==> config.mk <==
export PLATFORM = sky130hd
export DESIGN_NAME = rle_packet_decompressor_top
export DESIGN_NICKNAME = d
export VERILOG_FILES = /design/src/design/rle_pkg.sv /design/src/design/rle_front.sv /design/src/design/rle_fifo.sv /design/src/design/rle_back.sv /design/src/design/rle_packet_decompressor_top.sv
export SDC_FILE = /design/constraint.sdc
export NUM_CORES = 1
export LEC_CHECK = 0
export BUFFER_PORTS_ARGS = -buffer_cell sky130_fd_sc_hd__buf_2
export CORE_ASPECT_RATIO = 1.1
export CORE_MARGIN = 4
export CORE_UTILIZATION = 54
export DETAILED_ROUTE_END_ITERATION = 7
export PLACE_DENSITY = 0.74
export SYNTH_ARGS = -nofsm -noshare
export SYNTH_HDL_FRONTEND = slang
export SYNTH_HIERARCHICAL = 1
export SYNTH_SLANG_ARGS = --single-unit
==> constraint.sdc <==
create_clock -name clk -period 3.1 [get_ports clk]
set_clock_uncertainty 0.15 [all_clocks]
set_input_delay 0.155 -clock clk [delete_from_list [all_inputs] [get_ports clk]]
set_output_delay 0.155 -clock clk [all_outputs]
set_load 0.03 [all_outputs]
==> src/design/rle_pkg.sv <==
`timescale 1ns / 1ps
// Package for the run-length packet decompressor.
// Holds shared widths, the decoder phase encoding and the result record type.
// No dependencies.
package rle_pkg;

	localparam int SIZE_W  = 14;
	localparam int BYTE_W  = 8;
	localparam int CNT_W   = 8;
	localparam int METH_W  = 2;

	localparam logic [SIZE_W-1:0] CAP_RESET = 14'h3fff;

	localparam int QDEPTH = 2;
	localparam int QPTR_W = (QDEPTH > 1) ? $clog2(QDEPTH) : 1;
	localparam int QCNT_W = $clog2(QDEPTH + 1);

	localparam logic [METH_W-1:0] METH_COPY = 2'd0;
	localparam logic [METH_W-1:0] METH_RLE  = 2'd1;

	localparam logic STATUS_OK  = 1'b0;
	localparam logic STATUS_ERR = 1'b1;

	typedef enum logic [5:0] {
		PH_DONE   = 6'b000001,
		PH_HDR    = 6'b000010,
		PH_COPY   = 6'b000100,
		PH_CTRL   = 6'b001000,
		PH_RUNVAL = 6'b010000,
		PH_LIT    = 6'b100000
	} phase_t;

	typedef struct packed {
		logic [BYTE_W-1:0] out_byte;
		logic [CNT_W-1:0]  repeat_count;
		logic              status;
		logic              last;
	} rle_res_t;

endpackage

==> src/design/rle_front.sv <==
`timescale 1ns / 1ps
// Front end: accepts compressed bytes, tracks header and run state, and
// classifies each byte into zero or one result record. Uses rle_pkg.
module rle_front import rle_pkg::*; (
	input  logic              clk,
	input  logic              arst_n,
	input  logic              cfg_we,
	input  logic [SIZE_W-1:0] cfg_data,
	input  logic              in_fire,
	input  logic [BYTE_W-1:0] data_byte,
	input  logic              packet_start,
	output logic              res_push,
	output rle_res_t          res
);

	phase_t            phase_q;
	logic [BYTE_W-1:0] size_low_q;
	logic [SIZE_W-1:0] remain_q;
	logic [CNT_W-1:0]  run_q;
	logic [SIZE_W-1:0] cap_q;

	phase_t            phase_d;
	logic [BYTE_W-1:0] size_low_d;
	logic [SIZE_W-1:0] remain_d;
	logic [CNT_W-1:0]  run_d;

	logic [SIZE_W-1:0] hdr_size;
	logic [METH_W-1:0] hdr_meth;
	logic [SIZE_W-1:0] hdr_len;
	logic [CNT_W-1:0]  ctrl_len;
	logic [SIZE_W-1:0] rem_dec;
	logic [SIZE_W-1:0] rem_run;

	assign hdr_size = {data_byte[SIZE_W-BYTE_W-1:0], size_low_q};
	assign hdr_meth = data_byte[BYTE_W-1 -: METH_W];
	assign hdr_len  = (hdr_size > cap_q) ? cap_q : hdr_size;
	assign ctrl_len = data_byte[7] ? ({1'b0, data_byte[6:0]} + 8'd3)
	                               : ({1'b0, data_byte[6:0]} + 8'd1);
	assign rem_dec  = remain_q - {{(SIZE_W-1){1'b0}}, 1'b1};
	assign rem_run  = remain_q - {{(SIZE_W-CNT_W){1'b0}}, run_q};

	always_comb begin
		phase_d    = phase_q;
		size_low_d = size_low_q;
		remain_d   = remain_q;
		run_d      = run_q;
		res_push   = 1'b0;
		res        = '0;
		if (in_fire) begin
			if (packet_start) begin
				size_low_d = data_byte;
				phase_d    = PH_HDR;
			end else begin
				unique case (phase_q)
					PH_HDR: begin
						if (hdr_meth != METH_COPY && hdr_meth != METH_RLE) begin
							phase_d    = PH_DONE;
							res_push   = 1'b1;
							res.status = STATUS_ERR;
							res.last   = 1'b1;
						end else begin
							remain_d = hdr_len;
							run_d    = '0;
							if (hdr_len == '0) begin
								phase_d  = PH_DONE;
								res_push = 1'b1;
								res.last = 1'b1;
							end else begin
								phase_d = (hdr_meth == METH_RLE) ? PH_CTRL : PH_COPY;
							end
						end
					end
					PH_COPY: begin
						remain_d         = rem_dec;
						res_push         = 1'b1;
						res.out_byte     = data_byte;
						res.repeat_count = 8'd1;
						res.last         = (rem_dec == '0);
						if (rem_dec == '0) phase_d = PH_DONE;
					end
					PH_CTRL: begin
						run_d   = ({{(SIZE_W-CNT_W){1'b0}}, ctrl_len} > remain_q)
						          ? remain_q[CNT_W-1:0] : ctrl_len;
						phase_d = data_byte[7] ? PH_RUNVAL : PH_LIT;
					end
					PH_RUNVAL: begin
						remain_d         = rem_run;
						run_d            = '0;
						res_push         = 1'b1;
						res.out_byte     = data_byte;
						res.repeat_count = run_q;
						res.last         = (rem_run == '0);
						phase_d          = (rem_run == '0) ? PH_DONE : PH_CTRL;
					end
					PH_LIT: begin
						run_d            = run_q - 8'd1;
						remain_d         = rem_dec;
						res_push         = 1'b1;
						res.out_byte     = data_byte;
						res.repeat_count = 8'd1;
						res.last         = (rem_dec == '0);
						if (rem_dec == '0)
							phase_d = PH_DONE;
						else if (run_q == 8'd1)
							phase_d = PH_CTRL;
					end
					default: begin
					end
				endcase
			end
		end
	end

	always_ff @(posedge clk or negedge arst_n) begin
		if (!arst_n) begin
			phase_q    <= PH_DONE;
			size_low_q <= '0;
			remain_q   <= '0;
			run_q      <= '0;
			cap_q      <= CAP_RESET;
		end else begin
			phase_q    <= phase_d;
			size_low_q <= size_low_d;
			remain_q   <= remain_d;
			run_q      <= run_d;
			if (cfg_we) cap_q <= cfg_data;
		end
	end

endmodule

==> src/design/rle_fifo.sv <==
`timescale 1ns / 1ps
// Short result queue between decoder front end and output stage.
// Depth from rle_pkg::QDEPTH. Uses rle_pkg.
module rle_fifo import rle_pkg::*; (
	input  logic     clk,
	input  logic     arst_n,
	input  logic     push,
	input  rle_res_t wdata,
	output logic     full,
	input  logic     pop,
	output logic     not_empty,
	output rle_res_t rdata
);

	rle_res_t          mem_q [QDEPTH];
	logic [QPTR_W-1:0] wr_ptr_q;
	logic [QPTR_W-1:0] rd_ptr_q;
	logic [QCNT_W-1:0] cnt_q;

	logic do_push;
	logic do_pop;

	assign full      = (cnt_q == QCNT_W'(QDEPTH));
	assign not_empty = (cnt_q != '0);
	assign do_push   = push && !full;
	assign do_pop    = pop && not_empty;
	assign rdata     = mem_q[rd_ptr_q];

	function automatic logic [QPTR_W-1:0] ptr_inc(input logic [QPTR_W-1:0] p);
		ptr_inc = (p == QPTR_W'(QDEPTH-1)) ? '0 : p + QPTR_W'(1);
	endfunction

	always_ff @(posedge clk) begin
		if (do_push) mem_q[wr_ptr_q] <= wdata;
	end

	always_ff @(posedge clk or negedge arst_n) begin
		if (!arst_n) begin
			wr_ptr_q <= '0;
			rd_ptr_q <= '0;
			cnt_q    <= '0;
		end else begin
			if (do_push) wr_ptr_q <= ptr_inc(wr_ptr_q);
			if (do_pop)  rd_ptr_q <= ptr_inc(rd_ptr_q);
			if (do_push && !do_pop)
				cnt_q <= cnt_q + QCNT_W'(1);
			else if (do_pop && !do_push)
				cnt_q <= cnt_q - QCNT_W'(1);
		end
	end

endmodule

==> src/design/rle_back.sv <==
`timescale 1ns / 1ps
// Output stage: pulls result records from the queue into the output
// register and presents them as valid/ready transactions. Uses rle_pkg.
module rle_back import rle_pkg::*; (
	input  logic              clk,
	input  logic              arst_n,
	input  logic              q_not_empty,
	input  rle_res_t          q_data,
	output logic              q_pop,
	output logic              out_valid,
	input  logic              out_ready,
	output logic [BYTE_W-1:0] out_byte,
	output logic [CNT_W-1:0]  repeat_count,
	output logic              status,
	output logic              last
);

	logic     valid_q;
	rle_res_t res_q;

	assign q_pop        = q_not_empty && (!valid_q || out_ready);
	assign out_valid    = valid_q;
	assign out_byte     = res_q.out_byte;
	assign repeat_count = res_q.repeat_count;
	assign status       = res_q.status;
	assign last         = res_q.last;

	always_ff @(posedge clk) begin
		if (q_pop) res_q <= q_data;
	end

	always_ff @(posedge clk or negedge arst_n) begin
		if (!arst_n) begin
			valid_q <= 1'b0;
		end else if (q_pop) begin
			valid_q <= 1'b1;
		end else if (out_ready) begin
			valid_q <= 1'b0;
		end
	end

endmodule

==> src/design/rle_packet_decompressor_top.sv <==
`timescale 1ns / 1ps
// Run-length packet decompressor, top level. Takes one compressed byte per
// clock and emits at most one (byte, repeat count) result per byte. A result
// is written into the result queue as its byte is taken and then moves on
// into the output register; the sustained rate is one byte per cycle, set by
// the decoder state update in the front end. in_ready drops only when the
// two-entry result queue is full because the output side is stalled. The
// capacity register is always ready, takes effect at the next packet header,
// and resets to 16383. Depends on rle_pkg, rle_front, rle_fifo and rle_back.
module rle_packet_decompressor_top import rle_pkg::*; (
	input  logic              clk,
	input  logic              arst_n,
	input  logic              cfg_valid,
	output logic              cfg_ready,
	input  logic [SIZE_W-1:0] cfg_data,
	input  logic              in_valid,
	output logic              in_ready,
	input  logic [BYTE_W-1:0] data_byte,
	input  logic              packet_start,
	output logic              out_valid,
	input  logic              out_ready,
	output logic [BYTE_W-1:0] out_byte,
	output logic [CNT_W-1:0]  repeat_count,
	output logic              status,
	output logic              last
);

	logic     q_full;
	logic     q_not_empty;
	logic     q_pop;
	logic     res_push;
	rle_res_t res;
	rle_res_t q_data;

	assign cfg_ready = 1'b1;
	assign in_ready  = !q_full;

	rle_front u_front (
		.clk          (clk),
		.arst_n       (arst_n),
		.cfg_we       (cfg_valid && cfg_ready),
		.cfg_data     (cfg_data),
		.in_fire      (in_valid && in_ready),
		.data_byte    (data_byte),
		.packet_start (packet_start),
		.res_push     (res_push),
		.res          (res)
	);

	rle_fifo u_fifo (
		.clk       (clk),
		.arst_n    (arst_n),
		.push      (res_push),
		.wdata     (res),
		.full      (q_full),
		.pop       (q_pop),
		.not_empty (q_not_empty),
		.rdata     (q_data)
	);

	rle_back u_back (
		.clk          (clk),
		.arst_n       (arst_n),
		.q_not_empty  (q_not_empty),
		.q_data       (q_data),
		.q_pop        (q_pop),
		.out_valid    (out_valid),
		.out_ready    (out_ready),
		.out_byte     (out_byte),
		.repeat_count (repeat_count),
		.status       (status),
		.last         (last)
	);

endmodule
; ---- After elaboration in Yosys (flattened, before gate mapping)
; Memory sizes are Yosys's and may differ from the RTL's. A register that Yosys moved wholly into a read port is not among the register bits.
; Index checks and enable logic that the tools add are counted.
[word_totals]
romBits = 0
out_inout_bits = 21
in_bits = 28
word_cells = 98
n_memories = 1
ff_bits = 55
ram_bits = 36
latchBits = 0
[op_classes]
multipliers = 0
div_mod_pow = 0
mux = 36
n_bitwise = 1
shifts = 0
n_reduce_logical = 28
eq_ne = 12
order_cmp = 2
addsub = 9
[memory_table]
columns = memory, depth, width, read_ports, rd_clocked_by_memory_dff, wr, line_no
row1 = u_fifo.mem_q, 2, 18, 1, 1, 1, rle_fifo.sv:15  ; rle_res_t mem_q [QDEPTH];
[ops]
columns = cell, n
row1 = $logic_not A14 Y1, 3
row2 = $mux W6, 7
row3 = $pmux W14 S3, 1
row4 = $mux W18, 2
row5 = $pmux W16 S2, 1
row6 = $pmux W8 S4, 1
row7 = $pmux W6 S5, 1
row8 = $mux W14, 2
row9 = $mux W8, 3
row10 = $gt A14 B14 Y1, 1
row11 = $gt A8 B14 Y1, 1
row12 = $sub A14 B1 Y14 const B, 1
row13 = $sub A14 B8 Y14, 1
row14 = $mux W1, 12
row15 = $reduce_and A4 Y1, 3
row16 = $add A7 B1 Y8 const B, 1
row17 = $add A7 B2 Y8 const B, 1
row18 = $eq A8 B1 Y1 const B, 1
row19 = $mux W4, 2
row20 = $reduce_bool A2 Y1, 4
row21 = $sub A8 B1 Y8 const B, 1
row22 = $logic_and A1 B1 Y1, 7
row23 = $eq A6 B2 Y1 const B, 1
row24 = $eq A6 B3 Y1 const B, 1
row25 = 24 further kinds, 29

; ---- Longest topological paths before layout
; Gate-level depths: netlist of run 1.
[logic_depth]
word_depth = 13
ltp_mapped = 14
depth_no_buf = 14

; ---- Modules after synthesis
; Netlist of run 1, hierarchy kept.
[by_module_without_submodules]
columns = mod, area_each_um2, cells_per_inst, seq_area_each_um2, instances
row1 = rle_front, 4654.5, 588, 1270.0, 1
row2 = rle_fifo, 1549.0, 75, 1181.1, 1
row3 = rle_back, 584.3, 22, 565.5, 1
row4 = rle_packet_decompressor_top, 21.3, 4, 0.0, 1

; ---- Least setup slack after synthesis of run 1
; Ideal clock, no wire load.
[synth_timing]
path_type = register to register
start = reg u_front.cap_q[13]
end = mem u_fifo/mem_q[0][0] (netlist bit) (enable)
path_buffers = 0
t_arrival_ps = 2914
setup_slack_ps = -357
synth_period_minus_slack_ps = 3457
setup_ps = 392
path_stages_with_launch = 11
t_required_ps = 2558
cell_sequence = dfstp_2 > inv_1 > ha_1 > nand4_1 > or4_1 > nand2_1 > o31a_1 > nand3_1 > a21oi_1 > nand2_1 > nor2_1
[synth_between]
elab_chain_len = 11
[synth_rtl]
columns = item, line_no
row1 = start: declaration, rle_front.sv:20  ; logic [SIZE_W-1:0] cap_q;
row2 = start signal: assignment, rle_front.sv:126  ; if (cfg_we) cap_q <= cfg_data;
row3 = $gt A14 B14 Y1, rle_front.sv:36  ; assign hdr_len = (hdr_size > cap_q) ? cap_q : hdr_size;
row4 = $mux W14 (*), rle_front.sv:36
row5 = $logic_not A14 Y1 (*), rle_front.sv:64  ; if (hdr_len == '0) begin
row6 = $mux W1 (*), rle_front.sv:64
row7 = $mux W1 (*), rle_front.sv:56  ; if (hdr_meth != METH_COPY && hdr_meth != METH_RLE) begin
row8 = $pmux W1 S2 (*), rle_front.sv:54  ; unique case (phase_q)
row9 = $mux W1 (*), rle_front.sv:50  ; if (packet_start) begin
row10 = $mux W1 (*), rle_front.sv:49  ; if (in_fire) begin
row11 = named net res_push, rle_packet_decompressor_top.sv:31  ; logic res_push;
row12 = $logic_and A1 B1 Y1 (*), rle_fifo.sv:25  ; assign do_push = push && !full;
row13 = $mux W1 (*), rle_fifo.sv:34  ; if (do_push) mem_q[wr_ptr_q] <= wdata;
row14 = $mux W1 (implied by the code) (*), rle_fifo.sv:34
row15 = end: declaration, rle_fifo.sv:15
; The timed path passes the listed nets; every way through them passes the cells marked *.

; ---- Final worst setup path of run 1
[layout_timing]
start = reg u_front.cap_q[9]
end = reg u_fifo.cnt_q[1]
[layout_between]
elab_chain_len = 12
word_cells_on_any_way = 14
cone_classes = 1 x order compare / 7 x mux / 6 x reduce/logical
[layout_rtl]
columns = item, line_no
row1 = $gt A14 B14 Y1, rle_front.sv:36
row2 = $mux W14 (*), rle_front.sv:36
row3 = $logic_not A14 Y1 (*), rle_front.sv:64
row4 = $mux W1 (*), rle_front.sv:64
row5 = $mux W1 (*), rle_front.sv:56
row6 = $pmux W1 S2 (*), rle_front.sv:54
row7 = $mux W1 (*), rle_front.sv:50
row8 = $mux W1 (*), rle_front.sv:49
row9 = named net res_push, rle_packet_decompressor_top.sv:31
row10 = $logic_and A1 B1 Y1 (*), rle_fifo.sv:25
row11 = named net u_fifo.do_push, rle_fifo.sv:20  ; logic do_push;
row12 = $logic_not A1 Y1, rle_fifo.sv:47  ; else if (do_pop && !do_push)
row13 = $logic_and A1 B1 Y1, rle_fifo.sv:47
row14 = $reduce_bool A2 Y1 (no source line), -
row15 = end signal: assignment, rle_fifo.sv:46  ; cnt_q <= cnt_q + QCNT_W'(1);
row16 = end signal: assignment, rle_fifo.sv:48  ; cnt_q <= cnt_q - QCNT_W'(1);
row17 = end: declaration, rle_fifo.sv:18  ; logic [QCNT_W-1:0] cnt_q;
; Marked as above.
; A chain may end at the register's enable or synchronous reset.

==> impl_results.md, run 1 <==
- Outcome: finished with violations
- Failing checks: negative setup slack
- Slew @ Worst Pin: 0.939 ns
- Syn Area/Cell: 9.88 µm²
- Final setup vio count: 19
- Yosys warnings: 6
- Non-Filler Instances: 979
- CTS tree: yes
- Worst skew pair latency: 0.36 ns
- Placed Area: 0.00773 mm²
- Met2 Use GR: 45.2%
- Ys async rst share: 50.5%
- CTS clk-pin slew, worst paths: 0.08 ns
- First-pass GRT wire length: 30.6 mm
- Met3 GRT Util: 4.03%
- Cell variety after synth: 77
- Initial Util: 55.8%
- Post-synthesis sequential area ratio: 44.3%
- DRC viols: 0
- Setup ws final: -0.0969 ns
- Drt first pass iters: 6
- Total chip power: 7.59 mW
- CP startpoint kind: register
- Count leader, synth: nand2_1
- Remaining Overflow, GRT: 0
- Largest net degree at the start of global routing: 32
- Busiest layer in global routing: met2
- Top FF cell, synth: edfxtp_1
- Final Hold Vio Count: 0
- Relative slew slack: 37.4%
- Synth Instances: 689
- Syn nets: 755
- Critical Path Sink Type: register
- CTS Buffer Depth: 2
- CP max stage delay: 0.56 ns
- Clock root cell: clkbuf_16
- Total CTS buffers: 9
- # clock sinks: 109
- Leading area contributor after synthesis: edfxtp_1
- Final design utilization: 69.8%
- Static Leakage: 3.52 nW
- Mapped cell area: 0.00681 mm²
- GR Util met1: 35.4%
- Area share of the largest cell type after synthesis: 23.8%
- Routed WL per cell: 19.8 µm
- Routed vias/inst: 6.11
- Peak supply drop: 0.582 mV
- Crit path DAT: 3.33 ns
- Post-layout nets: 886
- # diodes: 0
- Initial antenna violation count: 0
- Final hold slack: 0.0193 ns
- Pwr dens: 892 mW/mm²
- Req. time, crit path: 3.23 ns
- Die area: 0.0145 mm²
- WL final: 19.4 mm
- H-tree levels: 3
- Final instance area: 0.00851 mm²
- FF+latch count, synth: 109
- Max Slew Vio Count: 0
- DR iter-0 viols: 509
- Via count: 5984
- Slowest CP cell: or4_4
- F_max: 0.313 GHz
- Gr usage total: 26.9%
- Period utilization: 103%
- Delay-heaviest family, CP: simple AND/OR/NAND/NOR gates
- Share of post-route cells with drive strength above 1: 31.0%
- Core area: 0.0122 mm²
- Ranking of synthesized cells by area: edfxtp_1 24%, dfrtp_1 15%, ha_1 6.6%
- Max-Cap Viols: 0
- Die Y: 126 µm
- Post-layout min period: 3.20 ns
- Area grow syn2layout: 25.0%
- Gp weighted congestion: 0.904
- Number of global-route vias before repair: 6028
- Min-Delay Path Class: primary input to register
- Critical-path cell list: inv_2, ha_4, nand4_1, or4_4, or3_1, o31a_1, nand3_2, a21oi_4, nand2_2, inv_2, ha_4, xor2_1, nor2_1, xor2_1
- List of most frequent post-synthesis cells: 57 x nand2_1, 54 x edfxtp_1, 50 x o21ai_0
- RSZ-0062 raised after global routing: yes
- IO Count: 49
- Die Wd: 115 µm
- Critical path type: register to register
- Post-route antenna net violation count: 0
- HPWL after DPL: 14.3 mm
- Row count: 42
- Post-synth EDFFs: 54
- Port Buffers: 47
- Bufs and invs on worst path: 2
- Placed instance count: 939
- CP Max Fanout: 2
report_power, final:
part           switching, mW  leakage [nW]  internal [mW]  total, mW
registers              0.384          1.17           1.94       2.32
logic                   2.39          2.20           1.70       4.09
clock network          0.592         0.144          0.577       1.17
total                   3.37          3.52           4.22       7.59
registers in the layout (all words and copies together), names as in the netlist:
| name | cells |
|---|---|
| u_front/cap_q | 14 |
| u_back/repeat_count | 8 |
| u_back/last | 1 |
| u_fifo/wr_ptr_q | 1 |
| u_fifo/mem_q | 36 |
| u_back/status | 1 |
| u_front/size_low_q | 8 |
| u_fifo/cnt_q | 2 |
| u_back/out_valid | 1 |
| u_front/phase_q | 6 |
| u_front/remain_q | 14 |
| u_fifo/rd_ptr_q | 1 |
| u_back/out_byte | 8 |
| u_front/run_q | 8 |
logic make-up after synthesis:
kind of cell               Yosys count  share of synthesized area (%)
adders and majority gates           38                           7.20
xor gates and xnor gates            23                           2.96
DFF                                109                           44.3
other                                1                         0.0551
muxes                               41                           7.18
AOI/OAI and AO/OA                  166                           15.8
and+or+nand+nor                    234                           17.8
buffers and inverters               77                           4.74
timing repair:
item                                   in CTS  in global routing
resized for setup                          20                 30
setup buffers                               4                  2
hold buffers                               18                  0
pin swaps                                  12                  9
endpoints found under the hold margin      36                  0
setup endpoints to repair                  43                 65
worst paths after layout:
kind	start	endpoint	slack (ns)	cells past startpoint
max	u_front/cap_q[9]	u_fifo/cnt_q[1]	-0.1	14
min	data_byte[6]	u_front/size_low_q[6]	0.02	2
max reg2reg	u_front/cap_q[9]	u_fifo/cnt_q[1]	-0.1	14
min reg2reg	u_fifo/cnt_q[1]	u_fifo/cnt_q[1]	0.33	1
max in group asynchronous	arst_n	u_front/cap_q[4]	1.77	3
min in group asynchronous	arst_n	u_front/remain_q[8]	0.27	2
layout by cell type (no fill, tap or decap), types with 10 or more instances in the layout:
cell,n
nor3_1,24
o21ai_0,50
ha_1,25
and2_1,10
dfrtp_1,40
nand4_1,16
nand2_1,54
nor4_1,13
a21oi_1,37
dlygate4sd3_1,18
inv_1,36
edfxtp_1,54
xnor2_1,14
dfstp_2,15
nand2b_1,10
nor2_1,47
mux2_2,27
buf_2,47
nand3_1,20
buf_4,85
per-layer routing:
layer,share of wire (%),vias up,wire [µm]
met3,6.3,43,1220
met1,41,2871,8010
met5,0,-,0
met2,49,263,9600
met4,3.0,0,585
li1,-,2807,-
metrics by stage:
stage          setup WS (ns)  TNS, ns
2_1_floorplan        -0.0529  -0.0529
3_3_place_gp          -0.151    -2.70
3_5_place_dp          -0.240    -6.28
4_1_cts              -0.0473  -0.0473
5_1_grt               -0.183    -3.26
6_report             -0.0969    -1.56
cell type report:
type,instances,area [µm²]
fill,929,3680
multi-input combinational,503,3730
inverter,44,165
timing repair buffer,153,1100
clock buffer,9,225
clock inverter,7,72.6
tap,154,193
sequential,109,3020
Power figures use the tool's default switching activity.
==> run 2: changes to the inputs <==
- SETUP_SLACK_MARGIN: unset -> 0.4
==> run 2 against run 1 <==
The run still ends with negative setup slack left; maximum frequency up 1.4%; register-to-register slack better by 0.04 ns; die area unchanged; final cell count down 0.51%; worst hold slack worse by 0.0063 ns; power up 4.0%; critical endpoint is now u_fifo/mem_q[1][0].
==> impl_results.md, run 2 (synthesis results as in run 1) <==
- Outcome: finished with violations
- Failing checks: negative setup slack
- Max-Cap Viols: 0
- CTS Buffer Depth: 2
- HPWL after DPL: 13.9 mm
- Req. time, crit path: 3.10 ns
- Total chip power: 7.89 mW
- Gp weighted congestion: 0.946
- Largest net degree at the start of global routing: 40
- Max Slew Vio Count: 0
- Clock root cell: clkbuf_16
- Post-layout min period: 3.15 ns
- IO Count: 49
- Most frequent cells in the layout: 70 x buf_4, 54 x edfxtp_1, 52 x nand2_1, 44 x buf_2, 43 x nor2_1
- Die Y: 126 µm
- Port Buffers: 47
- Die area: 0.0145 mm²
- Critical Path Sink Type: register
- H-tree levels: 3
- Slew @ Worst Pin: 0.943 ns
- Post-Place Worst Slack: -0.0982 ns
- Total negative setup slack: -0.154 ns
- Number of global-route vias before repair: 6038
- Drt first pass iters: 5
- Die Wd: 115 µm
- First-pass GRT wire length: 30.9 mm
- Period utilization: 102%
- Final setup vio count: 14
- Relative slew slack: 37.1%
- Initial antenna violation count: 0
- Post-route antenna net violation count: 0
- Max reg flops: 36
- CTS clk-pin slew, worst paths: 0.08 ns
- Routed vias/inst: 6.36
- Final Hold Vio Count: 0
- Setup ws final: -0.0542 ns
- Most common cell after layout, fill and taps aside: buf_4
- Share of post-route cells with drive strength above 1: 36.0%
- DR iter-0 viols: 638
- Min-Delay Path Class: primary input to register
- Core area: 0.0122 mm²
- F_max: 0.317 GHz
- RSZ-0062 raised after global routing: yes
- Critical path type: register to register
- Post-layout nets: 881
- CP startpoint kind: register
- Worst skew pair latency: 0.36 ns
- WL final: 20.7 mm
- # clock sinks: 109
- CTS tree: yes
- Largest regs: u_fifo/mem_q x36, u_front/cap_q x14, u_front/remain_q x14
- Initial Util: 55.8%
- Routed WL per cell: 21.2 µm
- Remaining Overflow, GRT: 0
- Area grow syn2layout: 29.8%
- # diodes: 0
- Pwr dens: 893 mW/mm²
- Final hold slack: 0.0130 ns
- Top reg by flops: u_fifo/mem_q
- Static Leakage: 3.62 nW
- Total CTS buffers: 9
- Peak supply drop: 0.612 mV
- Row count: 42
- Via count: 6191
- CP Max Fanout: 3
- Crit path DAT: 3.16 ns
- Reg2Reg Setup Slack: -0.05 ns
- Gr usage total: 27.2%
- DRC viols: 0
## run 2: cell types whose count changed in the layout (fill, tap and decap cells not counted), sizes merged
cell / before / now
buf: 135 / 130
clkinvlp: 1 / 0
inv: 50 / 47
clkbuf: 9 / 10
clkinv: 0 / 3
## run 2: what timing repair did
action                                  in CTS  in global routing
hold endpoints to repair                    33                  0
hold buffers                                18                  0
pin swaps                                   16                 36
gates resized for setup                     32                 99
setup buffers                               13                 14
endpoints found under the setup margin      66                 69
## run 2: final timing paths
path | start | end | cells past startpoint
hold reg to reg | u_fifo/cnt_q[1] | u_fifo/cnt_q[1] | 1
min in group asynchronous | arst_n | u_front/remain_q[11] | 2
max in group asynchronous | arst_n | u_front/remain_q[4] | 3
setup / recovery | u_front/cap_q[9] | u_fifo/mem_q[1][0] | 12
setup reg to reg | u_front/cap_q[9] | u_fifo/mem_q[1][0] | 12
hold / removal | data_byte[7] | u_front/phase_q[4] | 4
## run 2: where the power goes
group	internal (mW)	leakage, nW	switching, mW	total [mW]
Clock	0.616	0.153	0.577	1.19
Sequential	1.94	1.17	0.404	2.35
Combinational	1.81	2.29	2.54	4.35
Total	4.37	3.62	3.52	7.89
## run 2: cell type report
| type | count | area, µm² |
|---|---|---|
| multi-input combinational | 503 | 3990 |
| fill | 840 | 3350 |
| clock inverter | 6 | 62.6 |
| clock buffer | 10 | 250 |
| tap | 154 | 193 |
| sequential | 109 | 3020 |
| inverter | 44 | 188 |
| timing repair buffer | 148 | 1130 |
## run 2: through the flow
stage / utilization (%) / area [µm²] / cells
CTS: 68.5 / 8350 / 960
finish: 72.5 / 8840 / 974
global route: 72.5 / 8840 / 974
detailed placement: 62.4 / 7600 / 913
floorplan: - / 6910 / 689
global placement: 62.4 / 7600 / 913
## run 2: routing by layer
layer | up-vias | wire (µm) | global-route usage [%]
met5 | - | 0 | 0
met1 | 2951 | 7970 | 34.2
met3 | 88 | 1530 | 4.61
met2 | 341 | 10300 | 45.9
li1 | 2811 | - | -
met4 | 0 | 915 | 11.8
## run 2: critical path, stage by stage (launching register included)
cell	delay (ns)
dfstp_2	0.55
inv_2	0.06
ha_4	0.27
nand4_1	0.12
or4_4	0.55
nand2_1	0.14
o31a_1	0.16
nand3_2	0.10
buf_4	0.15
buf_4	0.12
buf_4	0.14
o22a_1	0.19
a21oi_1	0.25
==> run 3: changes to the inputs <==
- CELL_PAD_IN_SITES_DETAIL_PLACEMENT: unset -> 1
- CELL_PAD_IN_SITES_GLOBAL_PLACEMENT: unset -> 2
- CORE_UTILIZATION: 54 -> 36
- PLACE_DENSITY: 0.74 -> 0.76
- SYNTH_HIERARCHICAL: 1 -> unset
==> run 3 against run 2 <==
Power grew 0.62%; final cell count grew 6.0%; clock power is essentially flat; largest power group unchanged; the flow still finishes with violations (negative setup slack); worst hold slack gained 0.040 ns; final area shrank 0.47%; highest routed layer unchanged.
==> impl_results.md, run 3 <==
- Outcome: finished with violations
- Failing checks: negative setup slack
- Area grow syn2layout: 30.8%
- # diodes: 0
- Port Buffers: 47
- Reg2Reg Setup Slack: -0.1 ns
- Mux cell area share after synthesis: 7.96%
- First-pass GRT wire length: 33.0 mm
- Period utilization: 103%
- Slew @ Worst Pin: 1.03 ns
- Post-synth EDFFs: 54
- Min-Delay Path Class: primary input to register
- Relative slew slack: 31.6%
- CTS tree: yes
- Max-Cap Viols: 0
- RR Endpoint: u_fifo.mem_q[0][14]
- CTS clk-pin slew, worst paths: 0.08 ns
- Final hold slack: 0.0526 ns
- Drt first pass iters: 4
- Worst R2R Path Depth: 11
- Final setup vio count: 37
- WHS Endpoint: u_front.size_low_q[1]
- Top FF cell, synth: edfxtp_1
- Routed WL per cell: 20.9 µm
- Post-route antenna net violation count: 0
- Via count: 5670
- Remaining Overflow, GRT: 0
- Most common cell after layout, fill and taps aside: buf_4
- Routed vias/inst: 5.49
- Static Leakage: 3.40 nW
- Mapped cell area: 0.00673 mm²
- CP Max Fanout: 9
- XOR/XNOR Fraction of Synth Area: 2.73%
- # fillers: 1992
- Total CTS buffers: 9
- Number of global-route vias before repair: 5953
- Final instance area: 0.00880 mm²
- FF+latch count, synth: 109
- Final design utilization: 47.8%
- Syn Area/Cell: 10.1 µm²
- Footprint of the multi-input gates: 0.00391 mm²
- Gr usage total: 20.1%
- CTS Buffer Depth: 2
- Synth Instances: 664
- Most frequent cells in the layout: 64 x buf_4, 54 x edfxtp_1, 53 x nand2_1, 48 x nor2_1, 46 x buf_2
- Worst skew pair latency: 0.36 ns
- Die area: 0.0209 mm²
- Peak supply drop: 0.356 mV
- Initial antenna violation count: 0
- DR iter-0 viols: 362
- Critical Path Sink Type: register
- DRC viols: 0
- CP startpoint kind: register
- Gp weighted congestion: 0.874
- WL final: 21.6 mm
- Die Y: 151 µm
- Yosys warnings: 0
- Row count: 52
- Largest family of logic cells by synthesized area: simple AND/OR/NAND/NOR gates
- HPWL after DPL: 16.0 mm
- Initial Util: 36.5%
- Largest net degree at the start of global routing: 41
- Post-synthesis sequential area ratio: 44.9%
- Ys async rst share: 50.5%
- Compound-Gate Fraction of Synth Area: 15.8%
- F_max: 0.313 GHz
- Req. time, crit path: 3.02 ns
- Die Wd: 138 µm
- Total negative setup slack: -1.93 ns
- Hold depth: 2
- Post-Synth Adder-Cell Area: 7.29%
- Area share of the largest cell type after synthesis: 24.1%
- Crit path DAT: 3.12 ns
- H-tree levels: 3
- Clock root cell: clkbuf_16
- Critical path type: register to register
- Final Hold Vio Count: 0
- Cell variety after synth: 77
- RSZ-0062 raised after global routing: yes
- Placed Area: 0.00765 mm²
- Worst R2R Start: u_front.cap_q[7]
- Setup ws final: -0.0960 ns
- # clock sinks: 109
- Max reg flops: 36
- Post-layout nets: 850
- Core area: 0.0184 mm²
- Largest regs: u_fifo.mem_q x36, u_front.cap_q x14, u_front.remain_q x14
- FF+latch area: 0.00302 mm²
- Syn nets: 730
- Top reg by flops: u_fifo.mem_q
- Post-layout min period: 3.20 ns
- IO Count: 49
- Post-Synth Simple-Gate Area: 17.1%
- Pwr dens: 903 mW/mm²
- Share of post-route cells with drive strength above 1: 36.6%
- Max Slew Vio Count: 0
- Ranking of synthesized cells by area: edfxtp_1 24%, dfrtp_1 15%, ha_1 6.7%
- Leading area contributor after synthesis: edfxtp_1
- List of most frequent post-synthesis cells: 54 x edfxtp_1, 54 x nand2_1, 54 x nor2_1
- Hold path start: data_byte[1]
-- run 3: cell types whose count changed after synthesis, moves of 8 or more --
| cell | previous run | this run |
|---|---|---|
| o21ai_1 | 2 | 10 |
| a221oi_1 | 8 | 0 |
| nor3_1 | 26 | 17 |
| mux2_4 | 9 | 0 |
| o221ai_1 | 4 | 12 |
| mux2i_1 | 5 | 22 |
| a21oi_1 | 41 | 28 |
-- run 3: power breakdown --
| part | leakage (nW) | internal, mW | switching [mW] |
|---|---|---|---|
| Combinational | 2.10 | 1.87 | 2.48 |
| Sequential | 1.16 | 1.94 | 0.431 |
| Clock | 0.148 | 0.641 | 0.576 |
-- run 3: repair_timing --
item / 4_1_cts / 5_1_grt
hold buffers: 17 / 0
pin swaps: 9 / 34
hold endpoints to repair: 48 / 0
resized for setup: 18 / 73
setup endpoints to repair: 48 / 66
cloned: 0 / 4
buffers inserted: 7 / 16
-- run 3: final cells by class --
type	instances	area share, %
inverters	37	1.58
clock buffers	9	2.56
flip-flops and latches	109	34.3
repair buffers	142	12.7
clock inverters	7	0.953
multi-input cells	485	44.5
well taps	243	3.46
-- run 3: how the worst max path moves through the flow --
stage / startpoint / endpoint / slack (ns) / depth (start not counted)
5_1_grt: u_front.cap_q[7] / u_fifo.mem_q[0][14] / -0.18 / 11
3_3_place_gp: u_front.cap_q[12] / u_fifo.cnt_q[1] / -0.01 / 13
2_1_floorplan: u_front.cap_q[5] / u_fifo.mem_q[0][0] / 0.14 / 10
4_1_cts: u_front.cap_q[13] / u_fifo.mem_q[1][7] / 0.04 / 11
6_report: u_front.cap_q[7] / u_fifo.mem_q[0][14] / -0.1 / 11
3_5_place_dp: u_front.cap_q[10] / u_fifo.mem_q[0][5] / -0.06 / 11
-- run 3: logic make-up (layout without fill, tap and decap cells) --
logic type                 after synthesis  count (layout)
buffers and inverters                   70             195
DFF                                    109             109
other                                    1               1
muxes                                   50              50
AOI/OAI and AO/OA                      154             154
and+or+nand+nor                        221             221
xor gates and xnor gates                21              21
adders and majority gates               38              38
-- run 3: critical path, cell delays in order (launching register included) --
cell and delay, ns:
dfstp_2 0.54, inv_1 0.06, ha_1 0.30, nand4_1 0.20
nor2_1 0.19, o31ai_2 0.11, a21oi_4 0.19, mux2i_4 0.32
nor2_4 0.07, o31ai_4 0.30, nor2b_4 0.29, clkbuf_16 0.20
-- run 3: stage by stage --
| step | total power [mW] | setup WS (ns) | instances |
|---|---|---|---|
| after floorplan | 4.84 | 0.140 | 664 |
| final | 7.94 | -0.0960 | 1032 |
| after global routing | 8.47 | -0.177 | 1032 |
| after global placement | 5.93 | -0.00994 | 972 |
| after CTS | 7.57 | 0.0380 | 1012 |
| after detailed placement | 6.04 | -0.0553 | 972 |
-- run 3: layer usage --
layer / vias to the layer above / global-route usage [%] / part of all wire (%)
met3: 22 / 2.53 / 3.1
met5: - / 0 / 0
met4: 0 / 6.62 / 1.8
met2: 98 / 37.6 / 54
met1: 2866 / 24.0 / 42
li1: 2684 / - / -
